===== config.mk =====
export PLATFORM = sky130hd
export DESIGN_NAME = stall_reversing_sweep_sampler_unit
export DESIGN_NICKNAME = d
export VERILOG_FILES = /design/src/design/srss_pkg.sv /design/src/design/stall_reversing_sweep_sampler_unit.sv
export VERILOG_INCLUDE_DIRS = /design/src /design/src/design
export SDC_FILE = /design/constraint.sdc
export NUM_CORES = 1
export LEC_CHECK = 0
export BUFFER_PORTS_ARGS = -buffer_cell sky130_fd_sc_hd__buf_2
export CAP_MARGIN = 20
export CORE_MARGIN = 3
export CORE_UTILIZATION = 40
export CTS_CLUSTER_DIAMETER = 200
export DETAILED_ROUTE_END_ITERATION = 8
export PLACE_DENSITY = 0.56
export SLEW_MARGIN = 40
export SYNTH_ARGS = -nofsm -noshare
export SYNTH_HDL_FRONTEND = slang
export SYNTH_SLANG_ARGS = --single-unit

===== constraint.sdc =====
create_clock -name clk -period 14.7 [get_ports clk]
set_clock_uncertainty 0.15 [all_clocks]
set_input_delay 0 -clock clk [delete_from_list [all_inputs] [get_ports clk]]
set_output_delay 0 -clock clk [all_outputs]
set_load 0.1 [all_outputs]

===== src/design/stall_reversing_sweep_sampler_unit_defines.svh =====
// Assertion macros shared by the sweep sampler RTL.
`ifndef STALL_REVERSING_SWEEP_SAMPLER_UNIT_DEFINES_SVH
`define STALL_REVERSING_SWEEP_SAMPLER_UNIT_DEFINES_SVH

// Same-cycle implication, disabled while reset is held.
`define SRSS_ASSERT_IMPL(label, clk, rst_n, ante, cons, msg) \
  label: assert property (@(posedge clk) disable iff (!rst_n) (ante) |-> (cons)) \
    else $error(msg);

// Next-cycle implication, disabled while reset is held.
`define SRSS_ASSERT_NEXT(label, clk, rst_n, ante, cons, msg) \
  label: assert property (@(posedge clk) disable iff (!rst_n) (ante) |=> (cons)) \
    else $error(msg);

`endif


===== src/design/srss_pkg.sv =====
// Package: widths, register indexes and the result type of the sweep sampler.
`timescale 1ns / 1ps
package srss_pkg;

  localparam int ANGLE_WIDTH = 24;
  localparam int STEP_WIDTH  = 16;
  localparam int DIST_WIDTH  = 16;
  localparam int SPEED_WIDTH = 8;
  localparam int TICKS_WIDTH = 16;
  localparam int DRIVE_WIDTH = SPEED_WIDTH + 1;
  localparam int CFG_WIDTH   = (ANGLE_WIDTH > TICKS_WIDTH) ? ANGLE_WIDTH : TICKS_WIDTH;
  localparam int CFG_IDX_WIDTH = 2;

  localparam logic [CFG_IDX_WIDTH-1:0] REG_DRIVE_SPEED = 2'd0;
  localparam logic [CFG_IDX_WIDTH-1:0] REG_STALL_TICKS = 2'd1;
  localparam logic [CFG_IDX_WIDTH-1:0] REG_ANGLE_STEP  = 2'd2;
  localparam logic [CFG_IDX_WIDTH-1:0] REG_STOP_ANGLE  = 2'd3;

  localparam logic [SPEED_WIDTH-1:0]   RST_DRIVE_SPEED = SPEED_WIDTH'(100);
  localparam logic [TICKS_WIDTH-1:0]   RST_STALL_TICKS = TICKS_WIDTH'(5);
  localparam logic [ANGLE_WIDTH-2:0]   RST_ANGLE_STEP  = (ANGLE_WIDTH-1)'(65536);
  localparam logic [TICKS_WIDTH-1:0]   IDLE_MAX        = '1;

  typedef struct packed {
    logic signed [DRIVE_WIDTH-1:0] motor_drive;
    logic                          zero_encoder;
    logic                          sample_valid;
    logic signed [ANGLE_WIDTH-1:0] orientation;
    logic [DIST_WIDTH-1:0]         sample_distance;
    logic                          sweep_end;
  } result_t;

endpackage


===== src/design/stall_reversing_sweep_sampler_unit.sv =====
// Top level of the stall-reversing sweep sampler.
//
//   channel  direction  handshake          payload
//   in_      input      in_valid/in_stall  run, position, step_count, distance
//   out_     output     out_valid/out_stall motor_drive, zero_encoder, sample_valid,
//                                          orientation, sample_distance, sweep_end
//   cfg_     input      cfg_we             cfg_index, cfg_data
//
// One tick is taken per cycle while in_stall is low; its result goes to the output
// register, or to the skid register when that is full and stalled. Sweep state
// updates in compare and subtract logic, so back-to-back ticks need no bubble. A
// skid register holds one further result while out_stall is high; in_stall rises only when it is full.
// Reset (rst_n low, synchronous) restores register defaults and clears all sweep
// state and both result slots.
`timescale 1ns / 1ps
`include "stall_reversing_sweep_sampler_unit_defines.svh"
module stall_reversing_sweep_sampler_unit
  import srss_pkg::*;
(
  input  logic                          clk,
  input  logic                          rst_n,
  input  logic                          in_valid,
  output logic                          in_stall,
  input  logic                          in_run,
  input  logic signed [ANGLE_WIDTH-1:0] in_position,
  input  logic [STEP_WIDTH-1:0]         in_step_count,
  input  logic [DIST_WIDTH-1:0]         in_distance,
  output logic                          out_valid,
  input  logic                          out_stall,
  output logic signed [DRIVE_WIDTH-1:0] out_motor_drive,
  output logic                          out_zero_encoder,
  output logic                          out_sample_valid,
  output logic signed [ANGLE_WIDTH-1:0] out_orientation,
  output logic [DIST_WIDTH-1:0]         out_sample_distance,
  output logic                          out_sweep_end,
  input  logic                          cfg_we,
  input  logic [CFG_IDX_WIDTH-1:0]      cfg_index,
  input  logic [CFG_WIDTH-1:0]          cfg_data
);

  localparam logic signed [ANGLE_WIDTH:0] ORIENT_MAX =
    (ANGLE_WIDTH+1)'((1 << (ANGLE_WIDTH-1)) - 1);
  localparam logic signed [ANGLE_WIDTH:0] ORIENT_MIN = -ORIENT_MAX - (ANGLE_WIDTH+1)'(1);

  // Configuration registers
  logic [SPEED_WIDTH-1:0]         drive_speed_r;
  logic [TICKS_WIDTH-1:0]         stall_ticks_r;
  logic [ANGLE_WIDTH-2:0]         angle_step_r;
  logic signed [ANGLE_WIDTH-1:0]  orient_base_r;

  // Sweep state
  logic                           drive_positive_r, drive_positive_nxt;
  logic                           sampling_on_r, sampling_on_nxt;
  logic [STEP_WIDTH-1:0]          previous_step_r, previous_step_nxt;
  logic                           step_seen_r, step_seen_nxt;
  logic [TICKS_WIDTH-1:0]         idle_count_r, idle_count_nxt;
  logic signed [ANGLE_WIDTH-1:0]  last_pos_r, last_pos_nxt;
  logic                           sample_seen_r, sample_seen_nxt;
  logic                           has_samples_r, has_samples_nxt;

  // Result slots
  result_t                        res_nxt;
  result_t                        main_r, main_nxt;
  result_t                        skid_r, skid_nxt;
  logic                           main_valid_r, main_valid_nxt;
  logic                           skid_valid_r, skid_valid_nxt;

  logic                           in_acc;
  logic                           out_take;
  logic                           moved;
  logic                           stuck;
  logic                           sampling_now;
  logic                           take_sample;
  logic signed [ANGLE_WIDTH:0]    pos_diff;
  logic [ANGLE_WIDTH:0]           pos_mag;
  logic signed [ANGLE_WIDTH:0]    orient_full;
  logic signed [ANGLE_WIDTH-1:0]  orient_sat;
  logic signed [DRIVE_WIDTH-1:0]  drive_mag;

  assign in_stall = skid_valid_r;
  assign in_acc   = in_valid & ~skid_valid_r;
  assign out_take = main_valid_r & ~out_stall;

  // Tick evaluation
  always_comb begin
    drive_positive_nxt = drive_positive_r;
    sampling_on_nxt    = sampling_on_r;
    previous_step_nxt  = previous_step_r;
    step_seen_nxt      = step_seen_r;
    idle_count_nxt     = idle_count_r;
    last_pos_nxt       = last_pos_r;
    sample_seen_nxt    = sample_seen_r;
    has_samples_nxt    = has_samples_r;
    res_nxt            = '0;

    moved = ~step_seen_r | (in_step_count != previous_step_r);
    if (moved) begin
      step_seen_nxt     = 1'b1;
      previous_step_nxt = in_step_count;
      idle_count_nxt    = '0;
    end else if (idle_count_r != IDLE_MAX) begin
      idle_count_nxt    = idle_count_r + 1'b1;
    end
    stuck = idle_count_nxt > stall_ticks_r;

    sampling_now = sampling_on_r;
    if (stuck && !drive_positive_r) begin
      drive_positive_nxt   = 1'b1;
      sampling_on_nxt      = 1'b1;
      sampling_now         = 1'b1;
      res_nxt.zero_encoder = 1'b1;
    end else if (stuck && drive_positive_r) begin
      drive_positive_nxt   = 1'b0;
      res_nxt.sweep_end    = has_samples_r;
      has_samples_nxt      = 1'b0;
      sampling_on_nxt      = 1'b0;
      sampling_now         = 1'b0;
    end

    pos_diff = {last_pos_r[ANGLE_WIDTH-1], last_pos_r} - {in_position[ANGLE_WIDTH-1], in_position};
    pos_mag  = pos_diff[ANGLE_WIDTH] ? (ANGLE_WIDTH+1)'(-pos_diff) : pos_diff;
    orient_full = {in_position[ANGLE_WIDTH-1], in_position}
                - {orient_base_r[ANGLE_WIDTH-1], orient_base_r};
    if (orient_full > ORIENT_MAX) begin
      orient_sat = ORIENT_MAX[ANGLE_WIDTH-1:0];
    end else if (orient_full < ORIENT_MIN) begin
      orient_sat = ORIENT_MIN[ANGLE_WIDTH-1:0];
    end else begin
      orient_sat = orient_full[ANGLE_WIDTH-1:0];
    end

    take_sample = sampling_now & (~sample_seen_r | (pos_mag > {2'b00, angle_step_r}));
    if (take_sample) begin
      sample_seen_nxt         = 1'b1;
      last_pos_nxt            = in_position;
      has_samples_nxt         = 1'b1;
      res_nxt.sample_valid    = 1'b1;
      res_nxt.orientation     = orient_sat;
      res_nxt.sample_distance = in_distance;
    end

    drive_mag = {1'b0, drive_speed_r};
    res_nxt.motor_drive = drive_positive_nxt ? drive_mag : -drive_mag;

    // A stopped tick clears the sweep and reports an all-zero result.
    if (!in_run) begin
      drive_positive_nxt = 1'b0;
      sampling_on_nxt    = 1'b0;
      previous_step_nxt  = '0;
      step_seen_nxt      = 1'b0;
      idle_count_nxt     = '0;
      last_pos_nxt       = '0;
      sample_seen_nxt    = 1'b0;
      has_samples_nxt    = 1'b0;
      res_nxt            = '0;
    end
  end

  // Output register with one skid slot
  always_comb begin
    main_nxt       = main_r;
    skid_nxt       = skid_r;
    main_valid_nxt = main_valid_r;
    skid_valid_nxt = skid_valid_r;
    if (in_acc && (!main_valid_r || out_take)) begin
      main_nxt       = res_nxt;
      main_valid_nxt = 1'b1;
    end else if (in_acc) begin
      skid_nxt       = res_nxt;
      skid_valid_nxt = 1'b1;
    end else if (out_take) begin
      if (skid_valid_r) begin
        main_nxt       = skid_r;
        skid_valid_nxt = 1'b0;
      end else begin
        main_valid_nxt = 1'b0;
      end
    end
  end

  always_ff @(posedge clk) begin
    if (!rst_n) begin
      drive_speed_r    <= RST_DRIVE_SPEED;
      stall_ticks_r    <= RST_STALL_TICKS;
      angle_step_r     <= RST_ANGLE_STEP;
      orient_base_r    <= '0;
      drive_positive_r <= 1'b0;
      sampling_on_r    <= 1'b0;
      previous_step_r  <= '0;
      step_seen_r      <= 1'b0;
      idle_count_r     <= '0;
      last_pos_r       <= '0;
      sample_seen_r    <= 1'b0;
      has_samples_r    <= 1'b0;
      main_valid_r     <= 1'b0;
      skid_valid_r     <= 1'b0;
    end else begin
      if (cfg_we) begin
        unique case (cfg_index)
          REG_DRIVE_SPEED: drive_speed_r <= cfg_data[SPEED_WIDTH-1:0];
          REG_STALL_TICKS: stall_ticks_r <= cfg_data[TICKS_WIDTH-1:0];
          REG_ANGLE_STEP:  angle_step_r  <= cfg_data[ANGLE_WIDTH-2:0];
          REG_STOP_ANGLE:  orient_base_r <= cfg_data[ANGLE_WIDTH-1:0];
        endcase
      end
      if (in_acc) begin
        drive_positive_r <= drive_positive_nxt;
        sampling_on_r    <= sampling_on_nxt;
        previous_step_r  <= previous_step_nxt;
        step_seen_r      <= step_seen_nxt;
        idle_count_r     <= idle_count_nxt;
        last_pos_r       <= last_pos_nxt;
        sample_seen_r    <= sample_seen_nxt;
        has_samples_r    <= has_samples_nxt;
      end
      main_valid_r <= main_valid_nxt;
      skid_valid_r <= skid_valid_nxt;
    end
  end

  always_ff @(posedge clk) begin
    main_r <= main_nxt;
    skid_r <= skid_nxt;
  end

  assign out_valid           = main_valid_r;
  assign out_motor_drive     = main_r.motor_drive;
  assign out_zero_encoder    = main_r.zero_encoder;
  assign out_sample_valid    = main_r.sample_valid;
  assign out_orientation     = main_r.orientation;
  assign out_sample_distance = main_r.sample_distance;
  assign out_sweep_end       = main_r.sweep_end;

  `SRSS_ASSERT_IMPL(a_skid_behind_main, clk, rst_n, skid_valid_r, main_valid_r,
    "skid slot holds an item while the output register is empty")
  `SRSS_ASSERT_IMPL(a_no_zero_and_end, clk, rst_n, main_valid_r,
    !(main_r.zero_encoder && main_r.sweep_end),
    "one tick both zeroed the encoder and ended a sweep")
  `SRSS_ASSERT_IMPL(a_zero_drive_pos, clk, rst_n, main_valid_r && main_r.zero_encoder,
    !main_r.motor_drive[DRIVE_WIDTH-1], "encoder zeroed while drive is negative")
  `SRSS_ASSERT_IMPL(a_empty_sample, clk, rst_n, main_valid_r && !main_r.sample_valid,
    main_r.orientation == '0 && main_r.sample_distance == '0,
    "sample fields not cleared without a sample")
  `SRSS_ASSERT_NEXT(a_accept_shows, clk, rst_n, in_acc && !main_valid_r, main_valid_r,
    "accepted item did not reach the output register")

endmodule


==> metrics.md <==
| Metric | Value |
|---|---|
| Routed via count | between 10000 and 15000 |
| Family with the most delay on the worst path | simple AND/OR/NAND/NOR gates |
| Largest net degree at the start of global routing | ~110 |
| PwrDens | approximately 100 nW/µm² |
| #FFs+latches synth | ~240 |
| Post-synth EDFFs | 104 |
| Total gr overflow | 0 |
| Vias per inst | approximately 5.5 |
| Final Power | between 1500 and 2000 µW |
| DRC | 0 |
| CP bufs+invs | 1 |
| Worst-path clk slew | 0.07 ns |
| Row count | 69 |
| Total global-route track usage | 0.214 |
| Fin crit period | between 6 and 7 ns |
| CTS-repair resized insts | 0 |
| CP max-delay cell | or3_1 |
| Total CTS buffers | 27 |
| Pre-Repair DR Iteration Count | 6 |
| Filler instances | about 3400 |
| Net Count, Synth | between 1500 and 2000 |
| Period Utilization, post-route | 0.476 |
| Post-DP HPWL | roughly 31000 µm |
| Final ANT Viol Nets | 0 |
| Chip width | roughly 200 µm |
| Clk root buf | clkbuf_16 |
| Worst setup EP type | flop |
| Layout area overhead | 21.1% |
| Synthesized instance count | 1709 |
| Detailed Route WL | between 40000 and 50000 µm |
| CTS tree | done |
| Setup CP Type | flop to flop |
| Max FO, Critical Path | 22 |
| Sequential Area | 5810 µm² |
| CP Cell Sequence | inv_1, ha_1, fa_1, nor2b_1, o2111ai_1, a21oi_1, o21ai_0, a211oi_1, nand4_1, nor4b_1, a31oi_1, xor2_1, ha_1, a2111oi_0, nand2_1, o32ai_1, o21ai_0, or2_2, mux2i_2, or3_1, nor2_1 |
| Cell variety after synth | between 70 and 80 |
| Initial Util | 0.411 |
| Fin. max-slew vios | 0 |
| Core area | between 30000 and 40000 µm² |
| Hold Fails Final Rpt | 0 |
| Violation count after the first detailed-route iteration | approximately 1000 |
| Ys async rst share | 0 |
| Multi-input logic area | a little over 8000 µm² |
| GP Congestion | ~0.94 |
| Port Buf Inserts | roughly 140 |
| RSZ-0062 raised after global routing | false |
| WL/cell | approximately 18 µm |
| Clk buf depth | 3 |
| I/O pins | between 100 and 150 |
| Post-Route Setup TNS | 0 ns |
| Diode count | 0 |
| Slew @ Worst Pin | between 0.7 and 0.8 ns |
| Leakage power | just over 0.007 µW |
| Final setup fails | 0 |
| Most used DFF post-synth | dfxtp_1 |
| WP data arrival | about 7.1 ns |
| Final nets | 2093 |
| Max cap viols | 0 |
| Die footprint | between 30000 and 40000 µm² |
| Worst skew pair latency | about 0.55 ns |
| Max transition margin | 0.492 |
| Most frequent cells in the layout | nand2_1 (222), buf_2 (139), nor2_1 (138) |
| HP Class | input pin to flop |
| Hold Buf Count CTS | ~100 |
| Post-CTS setup buffer count | 0 |
| First-pass GRT wire length | ~67000 µm |
| CP Launch Type | flop |
| Clock sink count | approximately 240 |
| Number of global-route vias before repair | around 12000 |
| H-tree Lvls | 1 |
| Status | finished, final reports clean |
| Syn_area_per_cell | about 8.7 µm² |
| Mapped cell area | roughly 15000 µm² |
| Synthesis warning total | 0 |
| Commonest non-fill, non-tap cell in the layout | nand2_1 |
| Max Clk Rate | about 140 MHz |
| Antenna violations before repair | 1 |
| Sequential area share after synthesis | 0.392 |
| Layout cells sized above 1 | 0.131 |
| Die Ht | ~200 µm |
| Worst vdd ir | roughly 0.000086 V |
| Crit-path max cell delay | 0.69 ns |
| Worst EP required | between 10 and 15 ns |
[logic make-up after synthesis]
family / after synthesis / synth area share
simple gates: 636 / 0.204
mux: 22 / 0.0161
compound gates: 446 / 0.211
buf+inv: 197 / 0.0516
fa+ha+maj: 94 / 0.0805
xor+xnor: 76 / 0.0450
flops: 238 / 0.392
[metal layers]
layer	wire, µm	track usage	vias to the layer above	part of all wire
li1	-	-	6492	-
met1	21300	0.331	6160	0.50
met2	18100	0.317	404	0.42
met3	2660	0.0286	43	0.062
met4	818	0.0440	2	0.019
met5	13	0	-	0.00030
[through the flow]
| step | util | hold WS (ns) | setup slack, ns | cells | cell area (µm²) |
|---|---|---|---|---|---|
| after floorplan | - | -0.0322 | 8.95 | 1709 | 14800 |
| after global routing | 0.498 | 0.124 | 7.02 | 2393 | 17900 |
| final | 0.498 | 0.129 | 7.70 | 2393 | 17900 |
| after detailed placement | 0.442 | 0.119 | 7.65 | 2240 | 15900 |
| after global placement | 0.441 | 0.111 | 7.77 | 2239 | 15900 |
| after CTS | 0.497 | 0.103 | 7.62 | 2393 | 17900 |
[report_power, final]
| part | switching, µW | internal (µW) |
|---|---|---|
| sequential | 10.5 | 721 |
| clock | 277 | 452 |
| combinational | 261 | 115 |
[final cells by class]
class / count / share of cell area
Clock buffer: 39 / 0.0430
Sequential cell: 238 / 0.324
Tap cell: 461 / 0.0322
Timing Repair Buffer: 258 / 0.103
Multi-Input combinational cell: 1274 / 0.463
Inverter: 112 / 0.0234
Clock inverter: 11 / 0.0107
[registers in the layout, indices dropped and copies added (netlist names)]
| signal | cells |
|---|---|
| skid_r | 52 |
| last_pos_r | 24 |
| orient_base_r | 24 |
| out_orientation | 24 |
| angle_step_r | 23 |
| idle_count_r | 16 |
| out_sample_distance | 16 |
| previous_step_r | 16 |
| stall_ticks_r | 16 |
| out_motor_drive | 9 |
| drive_speed_r | 8 |
| drive_positive_r | 1 |
| has_samples_r | 1 |
| in_stall | 1 |
| out_sample_valid | 1 |
| out_sweep_end | 1 |
| out_valid | 1 |
| out_zero_encoder | 1 |
| sample_seen_r | 1 |
| sampling_on_r | 1 |
| step_seen_r | 1 |
[worst min-delay path, stage by stage]
cell	delay [ns]
dlygate4sd3_1	0.52
buf_2	0.16
a211o_1	0.13
[synth_stat cells, types with 13 or more instances]
library cell	count	area share
o21ai_1	16	0.0054
dfxtp_1	134	0.18
and2_1	30	0.013
clkbuf_1	67	0.017
nor2b_1	36	0.015
nor3_1	24	0.0081
nand2_1	222	0.056
a22o_1	27	0.016
ha_1	92	0.078
buf_2	13	0.0044
nor2_1	140	0.036
and3_1	24	0.010
a22oi_1	18	0.0091
xnor2_1	56	0.033
o21ai_0	68	0.023
xor2_1	20	0.012
inv_1	112	0.028
a21o_1	17	0.0086
a211oi_1	13	0.0066
a21boi_0	74	0.038
edfxtp_1	104	0.21
o21a_1	18	0.0091
a21oi_1	74	0.025
nand3_1	81	0.027
nand4_1	17	0.0072
a211o_1	28	0.017
[path summary, 6_finish.rpt]
check,end,slack [ns],startpoint,depth (start not counted)
max,skid_r[37]$_DFFE_PP_,7.70,last_pos_r[0]$_SDFFE_PN0P_,21
min,last_pos_r[3]$_SDFFE_PN0P_,0.13,in_position[3],3
max reg2reg,skid_r[37]$_DFFE_PP_,7.70,last_pos_r[0]$_SDFFE_PN0P_,21
min reg2reg,sampling_on_r$_SDFFE_PN0P_,0.31,sampling_on_r$_SDFFE_PN0P_,2
Power figures use the tool's default switching activity.
